File: config.mk
export PLATFORM = sky130hd
export DESIGN_NAME = mfpr_front
export DESIGN_NICKNAME = d
export VERILOG_FILES = /design/src/hw/rtl/mfpr_pkg.sv /design/src/hw/rtl/mfpr_front.sv
export SDC_FILE = /design/constraint.sdc
export NUM_CORES = 1
export LEC_CHECK = 0
export BUFFER_PORTS_ARGS = -buffer_cell sky130_fd_sc_hd__buf_2
export CAP_MARGIN = 30
export CORE_ASPECT_RATIO = 0.75
export CORE_MARGIN = 1
export CORE_UTILIZATION = 40
export DETAILED_ROUTE_END_ITERATION = 12
export GPL_TIMING_DRIVEN = 0
export SLEW_MARGIN = 15
export SYNTH_ARGS = -nofsm -noshare
export SYNTH_HDL_FRONTEND = slang
export SYNTH_SLANG_ARGS = --single-unit
File: constraint.sdc
create_clock -name clk -period 2.4 [get_ports clk]
set_clock_uncertainty 0.2 [all_clocks]
set_input_delay 0.24 -clock clk [delete_from_list [all_inputs] [get_ports clk]]
set_output_delay 0.24 -clock clk [all_outputs]
set_load 0.005 [all_outputs]
File: src/hw/rtl/mfpr_pkg.sv
// Package: command codes, status codes and transaction structs
`timescale 1ns / 1ps
package mfpr_pkg;
    localparam logic [1:0] CMD_PUSH_BYTE  = 2'd0;
    localparam logic [1:0] CMD_PUSH_EMPTY = 2'd1;
    localparam logic [1:0] CMD_POP        = 2'd2;
    localparam logic [1:0] CMD_CLEAR      = 2'd3;

    localparam logic [1:0] ST_OK        = 2'd0;
    localparam logic [1:0] ST_POP_EMPTY = 2'd1;
    localparam logic [1:0] ST_FULL      = 2'd2;

    typedef struct packed {
        logic [1:0] command;
        logic [7:0] push_byte;
        logic       push_last;
        logic [6:0] pop_max;
    } in_item_t;

    typedef struct packed {
        logic [7:0]  out_byte;
        logic        byte_valid;
        logic        last;
        logic [6:0]  copied_count;
        logic        message_done;
        logic [6:0]  message_count;
        logic [12:0] stored_bytes;
        logic        queue_empty;
        logic [1:0]  status;
    } out_item_t;
endpackage

File: src/hw/rtl/mfpr_front.sv
// Front end: input command queue that decouples accept from execution
`timescale 1ns / 1ps
module mfpr_front (
    input  logic               clk,
    input  logic               rst_n,
    input  logic               push,
    output logic               full,
    input  mfpr_pkg::in_item_t in_item,
    output logic               cmd_valid,
    output mfpr_pkg::in_item_t cmd_item,
    input  logic               cmd_take
);
    mfpr_pkg::in_item_t q_reg [4];
    logic [1:0] wr_reg, rd_reg;
    logic [2:0] cnt_reg;
    logic       wr_en, rd_en;

    assign full      = cnt_reg[2];
    assign cmd_valid = (cnt_reg != 3'd0);
    assign cmd_item  = q_reg[rd_reg];
    assign wr_en     = push && !full;
    assign rd_en     = cmd_take && cmd_valid;

    always_ff @(posedge clk)
    begin
        if (wr_en)
        begin
            q_reg[wr_reg] <= in_item;
        end
    end

    always_ff @(posedge clk or negedge rst_n)
    begin
        if (!rst_n)
        begin
            wr_reg  <= '0;
            rd_reg  <= '0;
            cnt_reg <= '0;
        end
        else
        begin
            if (wr_en) wr_reg <= wr_reg + 2'd1;
            if (rd_en) rd_reg <= rd_reg + 2'd1;
            cnt_reg <= cnt_reg + {2'b0, wr_en} - {2'b0, rd_en};
        end
    end
endmodule

Word-level counts from Yosys, hierarchy flattened
Memory sizes are Yosys's and may differ from the RTL's. Cells that the tools add are included.

Output and inout port bits: 20. RAM bits: 72. Memories: 1. Input port bits: 22. Flip-flop bits (word level): 7. Logic and storage cells: 14.

Memories: q_reg (depth 4, width 18, read ports 1, clocked after memory_dff 0, write ports 1, RTL line mfpr_front.sv:13) `mfpr_pkg::in_item_t q_reg [4];`.

Reductions and logical operators: 4. $add $sub $neg: 4. Multiplexer cells: 2.

Operator list (count): adder 2 x 1 -> 2 bit (second input constant) (2); adder 3 x 1 -> 3 bit (1); nonzero test 3 bit (1); subtractor 3 x 1 -> 3 bit (1); logical AND 1 bit (2); 2-to-1 mux 1 bit (2); zero test 1 bit (1).

Depth between registers and ports, before layout
Word-level depth: 4. Depth in mapped cells: 9. Depth with buffers taken out: 9.

Least setup slack after synthesis
No wires, ideal clock.

Path type: register to register. Start point: reg cnt_reg[1]. End point: reg cnt_reg[2]. Setup slack: 0.228 ns. Setup time: 0.126 ns. Stages on the path, launching flop included: 9. Buffers on the path: 0. Required time: 2.074 ns. Clock period less this slack: 2.172 ns. Arrival: 1.846 ns. Cells stage by stage: dfrtp_1 > o31a_1 > ha_1 > inv_1 > ha_1 > inv_1 > fa_1 > xnor2_1 > xnor2_1.

Cells in the longest elaborated chain, start to end: 3. Elaborated cells between the ends (all ways): 4. Classes of those cells: 2 x add/sub; 2 x reduce/logical.

Ends and longest elaborated chain: from (decl) (RTL line mfpr_front.sv:15) `logic [2:0] cnt_reg;`; from (signal assigned) (RTL line mfpr_front.sv:44) `cnt_reg <= cnt_reg + {2'b0, wr_en} - {2'b0, rd_en};`; nonzero test 3 bit (RTL line mfpr_front.sv:19) `assign cmd_valid = (cnt_reg != 3'd0);`; logical AND 1 bit (RTL line mfpr_front.sv:22) `assign rd_en = cmd_take && cmd_valid;`; named net rd_en (RTL line mfpr_front.sv:16) `logic wr_en, rd_en;`; subtractor 3 x 1 -> 3 bit (RTL line mfpr_front.sv:44).

The timed path passes the listed nets, and every way through them passes these cells. A chain may end at the register's enable or synchronous reset.

Worst setup path after layout
Start point: reg cnt_reg[2]. End point: reg cnt_reg[2].

Same word-level chain as after synthesis.

==> results by group <==
Worst setup path
  • CP max stage delay: 470 ps
  • Crit path kind: register to register
  • Worst path cell trace: o31a_1 -> ha_1 -> inv_1 -> ha_1 -> inv_1 -> fa_2 -> xnor2_2 -> xnor2_1
  • Start point of the critical path: cnt_reg[2]
  • CP Launch Type: register
  • CP Capture Type: register
  • Crit-path max FO: 6
  • Worst EP required: 2460 ps
  • R2r startpoint: cnt_reg[2]
  • CP max stage cell: dfrtp_2
  • Worst Path Arrival: 2310 ps

Placement
  • Dpl hpwl: 3120 um
  • Global placer's final weighted congestion: 0.752
  • Placed inst area: 3340 um^2
  • IO buf count: 41
  • Placed insts: 267

Clock tree
  • CTS Buffer Depth: 2
  • Clk_lat worst skew: 340 ps
  • CTS H-tree lvls: 3
  • Total CTS buffers: 9
  • Clk root buf: clkbuf_8
  • CTS tree: done
  • CTS sink count: 79
  • Clock slew at reported path FFs: 70 ps

Yosys
  • Most frequent cells after synthesis: edfxtp_1 (72), mux4_2 (18), dfrtp_1 (7)
  • Yosys warns: 0
  • FFs w/ async S/R, synth: 8.86%
  • Syn Area/Cell: 23.5 um^2
  • Gate Count Post-Synth: 128
  • Post-synthesis cell type count: 17
  • Post-Syn Nets: 157
  • Most numerous cell in the Yosys netlist: edfxtp_1
  • Synthesized area: 3010 um^2
  • Cell taking the most area after synthesis: edfxtp_1
  • #FFs+latches synth: 79
  • Post-synth top flop: edfxtp_1
  • Seq/Total Area, Yosys: 77.7%
  • Ranking of synthesized cells by area: edfxtp_1 (72%), mux4_2 (13%), dfrtp_1 (5.8%)
  • Post-synth EDFFs: 72
  • Area share of the largest cell type after synthesis: 71.9%

Detailed routing
  • Final WL: 4990 um
  • Via count: 1458
  • DR vias/cell: 4.73
  • Routed Antenna Nets: 0
  • Wire per inst: 16.2 um
  • Initial drt markers: 24
  • Drt pass-1 iters: 4
  • DR DRC count: 0

STA
  • Max Clk Rate: 444 MHz
  • Fin. Hold Viols: 0
  • Final min period: 2250 ps
  • Final setup violation count: 0
  • Max_slew headroom: 37.9%
  • Setup TNS: 0 ps
  • Worst-Margin Slew: 932 ps
  • Slew Limit Fails: 0
  • RSZ-0062 raised after global routing: false
  • Final Cycle Share: 93.8%

Hold path
  • HP Class: input pin to async pin

Job
  • Max-cap viol count: 0

Cells and area
  • Utilization after layout: 54.5%
  • Final nets: 234
  • Non-filler cells, final: 308
  • Max reg flops: 72
  • Inserted Diodes: 0
  • Area Growth Syn to Fin: 27.2%
  • Cell area after layout: 3830 um^2
  • Fraction of layout cells with a size suffix above 1: 41.9%

GRT
  • Initial antenna violation count: 0
  • GRT Resource Usage Total: 14.5%
  • Largest net degree at the start of global routing: 19
  • First-pass GRT wire length: 7950 um
  • Total gr overflow: 0
  • Vias in the first global route: 1550

Pwr
  • Max IR drop VDD: 0.591 mV
  • Leakage: 1.37 nW
  • PwrDens: 1090 nW/um^2

Floorplanning
  • Core Rows: 26
  • Die Wd: 102 um
  • Initial core utilization: 42.8%
  • Die height: 77.1 um
  • Die area: 7870 um^2
  • I/O pin count: 42
  • Core area: 7030 um^2

Run status
  • Status: complete, no violations
[critical path: cells and delay by family, from the launching register on]
family          cells  cell delay [ps]
fa+ha+maj           3              770
flops               1              470
xor+xnor            2              310
compound gates      1              290
buf+inv             2              120
[cell families (layout without fill, tap and decap cells)]
kind of cell	Yosys count	after routing	synth area share (%)
and+or+nand+nor	6	6	1.33
adders and majority gates	7	7	3.16
muxes	19	19	13.9
AOI/OAI and AO/OA	2	2	0.582
DFF	79	79	77.7
buffers and inverters	10	92	1.91
xor gates and xnor gates	5	5	1.46
[path summary, 6_finish.rpt]
| kind | to | slack, ps | cells past startpoint |
|---|---|---|---|
| min in group clk | wr_reg[0] | 160 | 4 |
| max in group asynchronous | cnt_reg[1] | 1780 | 2 |
| worst max-delay path | cnt_reg[2] | 150 | 8 |
| worst max register to register | cnt_reg[2] | 150 | 8 |
| worst min-delay path | rd_reg[1] | 50 | 2 |
| worst min register to register | cnt_reg[0] | 380 | 1 |
[timing repair]
item / in CTS / in global routing
buffers inserted: 0 / 2
gates cloned: 0 / 0
pin swaps: 0 / 1
endpoints found under the hold margin: 80 / 0
hold buffers: 20 / 0
resized for setup: 1 / 4
endpoints found under the setup margin: 1 / 1
[stage by stage]
step	worst slack [ps]	total power, W	hold slack [ps]
2_1_floorplan	228	0.00265	-256
3_3_place_gp	184	0.00302	-123
3_5_place_dp	19.8	0.00309	-117
4_1_cts	55.5	0.00416	34.0
5_1_grt	10.8	0.00442	56.1
6_report	148	0.00418	50.2
[per-layer routing]
| metal | track usage, % | routed length [um] |
|---|---|---|
| met5 | 0 | 0 |
| met4 | 4.29 | 53 |
| met3 | 6.38 | 238 |
| met1 | 18.2 | 2180 |
| met2 | 22.7 | 2520 |
[power by group]
group	switching, W	leakage, nW	internal (W)	total, W
clock	0.000456	0.102	0.000582	0.00104
combinational	0.000591	0.536	0.000690	0.00128
sequential	0.0000960	0.734	0.00176	0.00186
[final cells by class]
class / count / area, um^2
buffer: 4 / 35.0
fill: 557 / 3200
sequential: 79 / 2340
clock inverter: 6 / 85.1
clock buffer: 10 / 128
tap: 98 / 123
multi-input combinational: 39 / 628
inverter: 6 / 22.5
timing repair buffer: 66 / 465
[cell usage in the layout, fill, tap and decap left out, types with 3 or more instances in the layout]
master / netlist / final
mux4_2: 18 / 18
inv_1: 6 / 6
clkbuf_8: 0 / 9
and2_1: 4 / 4
buf_2: 1 / 42
buf_4: 1 / 3
dlygate4sd3_1: 0 / 20
ha_1: 6 / 6
edfxtp_1: 72 / 72
dfrtp_1: 7 / 5
xnor2_1: 4 / 3
buf_8: 0 / 3
Note: power is estimated with default switching activity, not from simulation.
